[src/design/psld_pkg.sv]
// ----------------------------------------------------------------------------
// psld_pkg
// Shared widths, register indexes, reset values and the configuration record
// of the PI speed loop DAC unit.
// ----------------------------------------------------------------------------
package psld_pkg;

    // Field widths
    localparam int SPEED_W    = 20;
    localparam int ERR_W      = SPEED_W + 1;
    localparam int STEP_W     = 20;
    localparam int CODE_W     = 16;
    localparam int GAIN_W     = 32;
    localparam int LIMIT_W    = 46;
    localparam int CMIN_W     = 17;
    localparam int ACC_W      = 48;
    localparam int ACC_LO_W   = 24;
    localparam int FRAC_W     = 20;

    // Shared multiplier: signed 32 x signed 25
    localparam int MUL_A_W    = 32;
    localparam int MUL_B_W    = 25;
    localparam int MUL_P_W    = MUL_A_W + MUL_B_W;

    // Correction accumulator and its scaled views
    localparam int SUM_W      = 80;
    localparam int CORR_RAW_W = SUM_W - 2 * FRAC_W;
    localparam int CORR_W     = 38;
    localparam int CODE_EXT_W = CORR_W + 1;

    // Configuration port
    localparam int CFG_IDX_W  = 3;
    localparam int CFG_DATA_W = 46;

    localparam logic [CFG_IDX_W-1:0] REG_GAIN_PROP     = 3'd0;
    localparam logic [CFG_IDX_W-1:0] REG_GAIN_INTEG    = 3'd1;
    localparam logic [CFG_IDX_W-1:0] REG_INTEG_LIMIT   = 3'd2;
    localparam logic [CFG_IDX_W-1:0] REG_DAC_TOP       = 3'd3;
    localparam logic [CFG_IDX_W-1:0] REG_DAC_FLOOR     = 3'd4;
    localparam logic [CFG_IDX_W-1:0] REG_CORR_MIN      = 3'd5;
    localparam logic [CFG_IDX_W-1:0] REG_STEP_FALLBACK = 3'd6;

    // Request types
    localparam logic REQ_UPDATE = 1'b0;
    localparam logic REQ_CLEAR  = 1'b1;

    // Longest accepted time step: half a second in 2^-20 s
    localparam logic [STEP_W-1:0] HALF_SECOND = 20'd524288;

    // Register reset values
    localparam logic [CODE_W-1:0]        DAC_TOP_RST       = 16'd4095;
    localparam logic signed [CMIN_W-1:0] CORR_MIN_RST      = -17'sd250;
    localparam logic [STEP_W-1:0]        STEP_FALLBACK_RST = 20'd10486;

    typedef struct packed {
        logic signed [GAIN_W-1:0] gain_prop;
        logic signed [GAIN_W-1:0] gain_integ;
        logic [LIMIT_W-1:0]       integ_limit;
        logic [CODE_W-1:0]        dac_top;
        logic [CODE_W-1:0]        dac_floor;
        logic signed [CMIN_W-1:0] corr_min;
        logic [STEP_W-1:0]        step_fallback;
    } psld_cfg_t;

endpackage

[src/design/psld_mul.sv]
// ----------------------------------------------------------------------------
// psld_mul
// Shared signed multiplier with a registered product.
// ----------------------------------------------------------------------------
module psld_mul (
    input  logic                                   clk,
    input  logic signed [psld_pkg::MUL_A_W-1:0]    op_a,
    input  logic signed [psld_pkg::MUL_B_W-1:0]    op_b,
    output logic signed [psld_pkg::MUL_P_W-1:0]    prod
);
    import psld_pkg::*;

    logic signed [MUL_P_W-1:0] prod_reg;

    // Register the full-width product
    always_ff @(posedge clk)
    begin
        prod_reg <= op_a * op_b;
    end

    assign prod = prod_reg;

endmodule

[src/design/psld_cfg.sv]
// ----------------------------------------------------------------------------
// psld_cfg
// Configuration register file: decodes write beats by index.
// ----------------------------------------------------------------------------
module psld_cfg (
    input  logic                                 clk,
    input  logic                                 rst_n,
    input  logic                                 cfg_valid,
    output logic                                 cfg_ready,
    input  logic [psld_pkg::CFG_IDX_W-1:0]       cfg_index,
    input  logic [psld_pkg::CFG_DATA_W-1:0]      cfg_data,
    output psld_pkg::psld_cfg_t                  cfg
);
    import psld_pkg::*;

    psld_cfg_t cfg_reg;
    psld_cfg_t cfg_next;

    assign cfg_ready = 1'b1;

    // Decode a write beat into the addressed register
    always_comb
    begin
        cfg_next = cfg_reg;
        if (cfg_valid)
        begin
            case (cfg_index)
                REG_GAIN_PROP:     cfg_next.gain_prop     = $signed(cfg_data[GAIN_W-1:0]);
                REG_GAIN_INTEG:    cfg_next.gain_integ    = $signed(cfg_data[GAIN_W-1:0]);
                REG_INTEG_LIMIT:   cfg_next.integ_limit   = cfg_data[LIMIT_W-1:0];
                REG_DAC_TOP:       cfg_next.dac_top       = cfg_data[CODE_W-1:0];
                REG_DAC_FLOOR:     cfg_next.dac_floor     = cfg_data[CODE_W-1:0];
                REG_CORR_MIN:      cfg_next.corr_min      = $signed(cfg_data[CMIN_W-1:0]);
                REG_STEP_FALLBACK: cfg_next.step_fallback = cfg_data[STEP_W-1:0];
                default:           cfg_next = cfg_reg;
            endcase
        end
    end

    // Hold registers, load reset values
    always_ff @(posedge clk or negedge rst_n)
    begin
        if (!rst_n)
        begin
            cfg_reg.gain_prop     <= '0;
            cfg_reg.gain_integ    <= '0;
            cfg_reg.integ_limit   <= '0;
            cfg_reg.dac_top       <= DAC_TOP_RST;
            cfg_reg.dac_floor     <= '0;
            cfg_reg.corr_min      <= CORR_MIN_RST;
            cfg_reg.step_fallback <= STEP_FALLBACK_RST;
        end
        else
        begin
            cfg_reg <= cfg_next;
        end
    end

    assign cfg = cfg_reg;

endmodule

[src/design/pi_speed_loop_dac_unit.sv]
// ----------------------------------------------------------------------------
// pi_speed_loop_dac_unit
// PI speed loop with anti-windup integral and a clamped throttle DAC code.
// ----------------------------------------------------------------------------
//  channel | direction | handshake            | payload
//  --------+-----------+----------------------+-----------------------------------
//  in      | sink      | in_valid / in_stall  | req_type, target_speed,
//          |           |                      | measured_speed, time_step
//  out     | source    | out_valid / out_stall| dac_code
//  cfg     | sink      | cfg_valid / cfg_ready| cfg_index, cfg_data
//
//  An accepted update beat runs eight sequencer steps through one shared
//  32x25 multiplier (error*step, kp*error, ki*integral low and high halves)
//  and one 80-bit accumulator. A clear beat only zeroes the integral.
//  in_stall is high while an update is in flight; the final step also waits
//  while a previous code is still held on a stalled output.
//  Reset zeroes the integral and loads the register defaults; no clearing pass.
// ----------------------------------------------------------------------------
module pi_speed_loop_dac_unit #(
    parameter int DAC_WIDTH = 16
) (
    input  logic                                   clk,
    input  logic                                   rst_n,
    input  logic                                   in_valid,
    output logic                                   in_stall,
    input  logic                                   req_type,
    input  logic signed [psld_pkg::SPEED_W-1:0]    target_speed,
    input  logic signed [psld_pkg::SPEED_W-1:0]    measured_speed,
    input  logic [psld_pkg::STEP_W-1:0]            time_step,
    output logic                                   out_valid,
    input  logic                                   out_stall,
    output logic [psld_pkg::CODE_W-1:0]            dac_code,
    input  logic                                   cfg_valid,
    output logic                                   cfg_ready,
    input  logic [psld_pkg::CFG_IDX_W-1:0]         cfg_index,
    input  logic [psld_pkg::CFG_DATA_W-1:0]        cfg_data
);
    import psld_pkg::*;

    localparam logic [CODE_W-1:0] DAC_MAX = CODE_W'((17'd1 << DAC_WIDTH) - 17'd1);

    typedef enum logic [3:0] {
        S_IDLE,
        S_MES,
        S_ACC,
        S_CLMP,
        S_MLO,
        S_MHI,
        S_SHI,
        S_LIM,
        S_OUT
    } state_t;

    psld_cfg_t cfg;

    state_t                    state_reg, state_next;
    logic signed [ACC_W-1:0]   acc_reg, acc_next;
    logic                      out_valid_reg, out_valid_next;
    logic [CODE_W-1:0]         dac_code_reg, dac_code_next;
    logic signed [ERR_W-1:0]   err_reg, err_next;
    logic [STEP_W-1:0]         step_reg, step_next;
    logic signed [SUM_W-1:0]   sum_reg, sum_next;
    logic signed [CORR_W-1:0]  corr_reg, corr_next;

    logic signed [MUL_A_W-1:0] mul_a;
    logic signed [MUL_B_W-1:0] mul_b;
    logic signed [MUL_P_W-1:0] prod;

    logic                      in_accept;
    logic                      out_free;
    logic [CODE_W-1:0]         top_eff;
    logic signed [ACC_W-1:0]   acc_sum;
    logic signed [ACC_W-1:0]   limit_pos;
    logic signed [ACC_W-1:0]   limit_neg;
    logic signed [CMIN_W-1:0]  span;
    logic signed [CORR_RAW_W-1:0] corr_raw;
    logic signed [CORR_RAW_W-1:0] corr_high;
    logic signed [CORR_RAW_W-1:0] corr_low;
    logic signed [CORR_RAW_W-1:0] corr_upper;
    logic signed [CORR_RAW_W-1:0] corr_clamped;
    logic signed [CODE_EXT_W-1:0] code_full;
    logic [CODE_W-1:0]         code_out;

    psld_cfg u_cfg (
        .clk       (clk),
        .rst_n     (rst_n),
        .cfg_valid (cfg_valid),
        .cfg_ready (cfg_ready),
        .cfg_index (cfg_index),
        .cfg_data  (cfg_data),
        .cfg       (cfg)
    );

    psld_mul u_mul (
        .clk  (clk),
        .op_a (mul_a),
        .op_b (mul_b),
        .prod (prod)
    );

    assign in_stall  = (state_reg != S_IDLE);
    assign in_accept = in_valid && !in_stall;
    assign out_free  = !out_valid_reg || !out_stall;

    // Select multiplier operands for the current step
    always_comb
    begin
        mul_a = '0;
        mul_b = '0;
        case (state_reg)
            S_MES:
            begin
                mul_a = MUL_A_W'(err_reg);
                mul_b = $signed(MUL_B_W'(step_reg));
            end
            S_CLMP:
            begin
                mul_a = cfg.gain_prop;
                mul_b = MUL_B_W'(err_reg);
            end
            S_MLO:
            begin
                mul_a = cfg.gain_integ;
                mul_b = $signed(MUL_B_W'(acc_reg[ACC_LO_W-1:0]));
            end
            S_MHI:
            begin
                mul_a = cfg.gain_integ;
                mul_b = MUL_B_W'($signed(acc_reg[ACC_W-1:ACC_LO_W]));
            end
            default:
            begin
                mul_a = '0;
                mul_b = '0;
            end
        endcase
    end

    // Integral add and anti-windup bounds
    assign acc_sum   = acc_reg + $signed(prod[ACC_W-1:0]);
    assign limit_pos = $signed(ACC_W'(cfg.integ_limit));
    assign limit_neg = -limit_pos;

    // Correction limits in 2^-20 count units
    assign span       = $signed(CMIN_W'(cfg.dac_top)) - $signed(CMIN_W'(cfg.dac_floor));
    assign corr_raw   = sum_reg[SUM_W-1:2*FRAC_W];
    assign corr_high  = CORR_RAW_W'(span) <<< FRAC_W;
    assign corr_low   = CORR_RAW_W'(cfg.corr_min) <<< FRAC_W;
    assign corr_upper = (corr_raw > corr_high) ? corr_high : corr_raw;
    assign corr_clamped = (corr_upper < corr_low) ? corr_low : corr_upper;

    // Effective top code and final DAC clamp
    assign top_eff   = (cfg.dac_top > DAC_MAX) ? DAC_MAX : cfg.dac_top;
    assign code_full = $signed({3'b000, cfg.dac_floor, FRAC_W'(0)}) + CODE_EXT_W'(corr_reg);

    always_comb
    begin
        if (code_full[CODE_EXT_W-1])
            code_out = '0;
        else if (code_full[CODE_EXT_W-2:FRAC_W] > (CODE_EXT_W-1-FRAC_W)'(top_eff))
            code_out = top_eff;
        else
            code_out = code_full[FRAC_W+CODE_W-1:FRAC_W];
    end

    // Sequencer: next state, integral and output register
    always_comb
    begin
        state_next     = state_reg;
        acc_next       = acc_reg;
        out_valid_next = out_valid_reg;
        dac_code_next  = dac_code_reg;
        err_next       = err_reg;
        step_next      = step_reg;
        sum_next       = sum_reg;
        corr_next      = corr_reg;

        // Drop the result once it is taken
        if (out_valid_reg && !out_stall)
            out_valid_next = 1'b0;

        case (state_reg)
            S_IDLE:
            begin
                if (in_accept)
                begin
                    if (req_type == REQ_CLEAR)
                    begin
                        acc_next = '0;
                    end
                    else
                    begin
                        err_next = ERR_W'(target_speed) - ERR_W'(measured_speed);
                        if (time_step == '0 || time_step > HALF_SECOND)
                            step_next = cfg.step_fallback;
                        else
                            step_next = time_step;
                        state_next = S_MES;
                    end
                end
            end
            S_MES:
                state_next = S_ACC;
            S_ACC:
            begin
                acc_next   = acc_sum;
                state_next = S_CLMP;
            end
            S_CLMP:
            begin
                if (acc_reg > limit_pos)
                    acc_next = limit_pos;
                else if (acc_reg < limit_neg)
                    acc_next = limit_neg;
                state_next = S_MLO;
            end
            S_MLO:
            begin
                // kp * error, scaled up by 2^20
                sum_next   = SUM_W'(prod) <<< FRAC_W;
                state_next = S_MHI;
            end
            S_MHI:
            begin
                sum_next   = sum_reg + SUM_W'(prod);
                state_next = S_SHI;
            end
            S_SHI:
            begin
                sum_next   = sum_reg + (SUM_W'(prod) <<< ACC_LO_W);
                state_next = S_LIM;
            end
            S_LIM:
            begin
                corr_next  = corr_clamped[CORR_W-1:0];
                state_next = S_OUT;
            end
            S_OUT:
            begin
                // Hold until the output register is free
                if (out_free)
                begin
                    dac_code_next  = code_out;
                    out_valid_next = 1'b1;
                    state_next     = S_IDLE;
                end
            end
            default:
                state_next = S_IDLE;
        endcase
    end

    // Hold state and registered outputs
    always_ff @(posedge clk or negedge rst_n)
    begin
        if (!rst_n)
        begin
            state_reg     <= S_IDLE;
            acc_reg       <= '0;
            out_valid_reg <= 1'b0;
            dac_code_reg  <= '0;
        end
        else
        begin
            state_reg     <= state_next;
            acc_reg       <= acc_next;
            out_valid_reg <= out_valid_next;
            dac_code_reg  <= dac_code_next;
        end
    end

    // Working registers
    always_ff @(posedge clk)
    begin
        err_reg  <= err_next;
        step_reg <= step_next;
        sum_reg  <= sum_next;
        corr_reg <= corr_next;
    end

    assign out_valid = out_valid_reg;
    assign dac_code  = dac_code_reg;

    // Integral stays inside the anti-windup bound after the clamp step
    a_acc_bounded: assert property (@(posedge clk) disable iff (!rst_n)
        (state_reg == S_MLO) |-> (acc_reg <= limit_pos && acc_reg >= limit_neg))
        else $error("integral outside anti-windup bound");

    // A clear beat zeroes the integral
    a_clear_zeroes: assert property (@(posedge clk) disable iff (!rst_n)
        (in_accept && req_type == REQ_CLEAR) |=> (acc_reg == '0))
        else $error("clear did not zero the integral");

    // A new result only comes from the final sequencer step
    a_result_source: assert property (@(posedge clk) disable iff (!rst_n)
        $rose(out_valid_reg) |-> $past(state_reg == S_OUT))
        else $error("result raised outside the output step");

    // Delivered code never exceeds the effective top code
    a_code_range: assert property (@(posedge clk) disable iff (!rst_n)
        out_valid_reg |-> (dac_code_reg <= top_eff))
        else $error("DAC code above top");

endmodule
[config.mk]
export PLATFORM = sky130hd
export DESIGN_NAME = pi_speed_loop_dac_unit
export DESIGN_NICKNAME = d
export VERILOG_FILES = /design/src/design/psld_pkg.sv /design/src/design/psld_mul.sv /design/src/design/psld_cfg.sv /design/src/design/pi_speed_loop_dac_unit.sv
export SDC_FILE = /design/constraint.sdc
export NUM_CORES = 2
export LEC_CHECK = 0
export BUFFER_PORTS_ARGS = -buffer_cell sky130_fd_sc_hd__buf_2
export CORE_MARGIN = 2
export CORE_UTILIZATION = 38
export CTS_BUF_LIST = sky130_fd_sc_hd__clkbuf_8 sky130_fd_sc_hd__clkbuf_16
export DETAILED_ROUTE_END_ITERATION = 6
export PLACE_DENSITY_LB_ADDON = 0.15
export SYNTH_ARGS = -nofsm -noshare
export SYNTH_HDL_FRONTEND = slang
export SYNTH_SLANG_ARGS = --single-unit
export TNS_END_PERCENT = 5
[constraint.sdc]
create_clock -name clk -period 8.5 [get_ports clk]
set_clock_uncertainty 0.15 [all_clocks]
set_input_delay 1.7 -clock clk [delete_from_list [all_inputs] [get_ports clk]]
set_output_delay 1.7 -clock clk [all_outputs]
set_load 0.005 [all_outputs]
==> impl_metrics.toml <==
[synthesis]
yosys.area.top_type = "fa_1"
synth_top_area_share = 0.265
ys_ff_latch = 444
synth_area_per_cell_um2 = 8.89
ys_async_sr_fraction = 0.559
synthesis.instances = 7007
synth_cell_type_count = 92
synth_edf_count = 139
yosysMostFrequentCell = "inv_1"
netlist_area_um2 = 62300
yosysWarnings = 0
ys_seq_area_frac = 0.186
syn_nets = 8484
synthFlopType = "dfrtp_1"
synthTopCellsByCount = "inv_1, fa_1, nand2_1, nor2_1, ha_1"
synthTopCellsByArea = "fa_1, ha_1, dfrtp_1"

[cts]
htree_num_levels = 2
cts_hold_buf = 0
cts.clk_slew.worst_paths_ns = 0.06
clock-sinks = 444
clockRootBuffer = "clkbuf_16"
cts_made_buffers = 56
cts_buffer_depth = 3
clock_latency_ns = 0.72
cts_tree = "done"

[sta]
period_minus_slack_ns = 8.59
final_max_slew_viol_count = 0
rsz0062_at_grt = "true"
timing.final.ws_setup_ns = -0.0922
timing.fmax_mhz = 116
setup_tns_ns = -0.0939
relSlewSlack = 0.195
hold_viol_final = 0
setup_viol = 2
finalCritPeriodShare = 1.01
worstMarginPinSlew_ns = 1.20

[die]
rows = 148
ioPinCount = 134
start_util = 0.383
die_x_um = 409
die_area_um2 = 167000
coreArea_um2 = 163000
die_height_um = 409

[route]
dr.pass1.iters = 7
wirelength_um = 239000
drt_iter0_drc = 4285
postRouteAntennaNets = 0
vias_per_cell = 5.44
route.vias.total = 53100
wl_per_cell_um = 24.4
drc_errors = 1

[placement]
place.gp.congestion = 0.975
dpl.hpwl_um = 200000
dpl_cell_area_um2 = 70000
portBuffers = 132

[grt]
grtUsageMet2 = 0.448
grt_pass1_vias = 54300
antenna_found_initial = 14
grt_overflow = 0
grt_pass1_wl_um = 355000
grt_util_met3 = 0.0432
grt_util_all_layers = 0.284
grt_max_degree = 161
grt_busiest_layer = "met2"
use_met1 = 0.394

[critical_path]
crit_path_end_kind = "flop"
critPathMaxStageDelay_ns = 0.55
slowest_stage = "fa_1"
cpMostUsedCell = "fa_1"
cp.required_ns = 9.00
crit_path_start_kind = "flop"
arrival_ns = 9.09
path_max_fanout = 8
worstSetupPathType = "reg -> reg"

[final_layout]
drive_gt1_frac = 0.163
largest_reg_flops = 179
stdcell_area_um2 = 72900
fillers = 16000
nNetsFinal = 9014
area_growth_pct = 17.0

[run_status]
violations = "DRC, setup timing"
run_status = "finished, violations left"

[worst_hold_path]
hold_class = "reg -> reg"

[flow_run]
maxCapViolCount = 0
-- worst max-delay path: cells and delay by family (launching register included) --
| kind | cells | cell delay [ns] |
|---|---|---|
| AO/OA/AOI/OAI | 10 | 1.71 |
| adder cells (fa/ha/maj) | 8 | 3.91 |
| XOR/XNOR | 1 | 0.16 |
| buffers and inverters | 11 | 1.21 |
| flip-flops | 1 | 0.43 |
| AND/OR/NAND/NOR | 6 | 0.94 |
-- what timing repair did --
action	in CTS	in global routing
gates cloned	2	0
setup endpoints to repair	23	42
hold endpoints to repair	0	0
pin swaps	37	22
buffers inserted	22	4
gates resized for setup	102	46
-- per-stage QoR --
step / hold WS [ns] / worst slack [ns] / instances / utilization
after global routing: 0.362 / -0.407 / 9760 / 0.448
after global placement: 0.312 / -0.359 / 9626 / 0.430
final: 0.340 / -0.0922 / 9763 / 0.448
after CTS: 0.340 / -0.0523 / 9756 / 0.446
after floorplan: 0.323 / 0.00390 / 7007 / -
after detailed placement: 0.323 / -0.488 / 9626 / 0.430
-- cell type report --
class | instances | area (um2) | area share
clock inverters | 43 | 427 | 0.00585
clock buffers | 63 | 1530 | 0.0210
multi-input cells | 5237 | 46500 | 0.637
inverters | 1022 | 3840 | 0.0527
repair buffers | 776 | 6340 | 0.0870
well taps | 2175 | 2720 | 0.0373
diodes | 3 | 7.51 | 0.000103
flip-flops and latches | 444 | 11600 | 0.159
-- path summary, 6_finish.rpt --
check                                    startpoint                   endpoint  slack, ns  depth (start not counted)
max reg2reg                state_reg[1]$_DFFE_PN0P_     u_mul.prod[46]$_DFF_P_      -0.09                         36
max in group asynchronous                     rst_n  u_cfg.cfg[97]$_DFFE_PN0P_       5.89                          2
min                        dac_code[12]$_DFFE_PN0P_   dac_code[12]$_DFFE_PN0P_       0.34                          2
min in group asynchronous                     rst_n   state_reg[1]$_DFFE_PN0P_       0.85                          1
max                        state_reg[1]$_DFFE_PN0P_     u_mul.prod[46]$_DFF_P_      -0.09                         36
min reg2reg                dac_code[12]$_DFFE_PN0P_   dac_code[12]$_DFFE_PN0P_       0.34                          2
-- logic make-up (layout without fill, tap and decap cells) --
kind of cell / Yosys count / in the layout / synth area share
and+or+nand+nor: 2012 / 2012 / 0.143
adders and majority gates: 1363 / 1363 / 0.373
AOI/OAI and AO/OA: 1349 / 1349 / 0.139
buffers and inverters: 1326 / 1904 / 0.0804
DFF: 444 / 444 / 0.186
xor gates and xnor gates: 347 / 347 / 0.0488
muxes: 165 / 165 / 0.0294
other: 1 / 4 / 0.0000602
-- cells in the final DEF (no fill, tap or decap), types with 215 or more instances in the layout --
cell type	instances
xnor2_1	241
fa_1	819
ha_1	533
a21oi_1	363
o21ai_0	293
nand2_1	807
buf_4	567
nor2_1	635
inv_1	1023
dfrtp_1	215
-- metal layers --
metal | wire length [um] | vias to the layer above
met3 | 16200 | 354
met1 | 106000 | 26800
met4 | 10200 | 20
li1 | - | 24300
met2 | 106000 | 1741
met5 | 137 | -
Power is left out: the tool's default activity adds up to more than one toggle a clock period on the data nets, which glitch-free logic cannot reach.
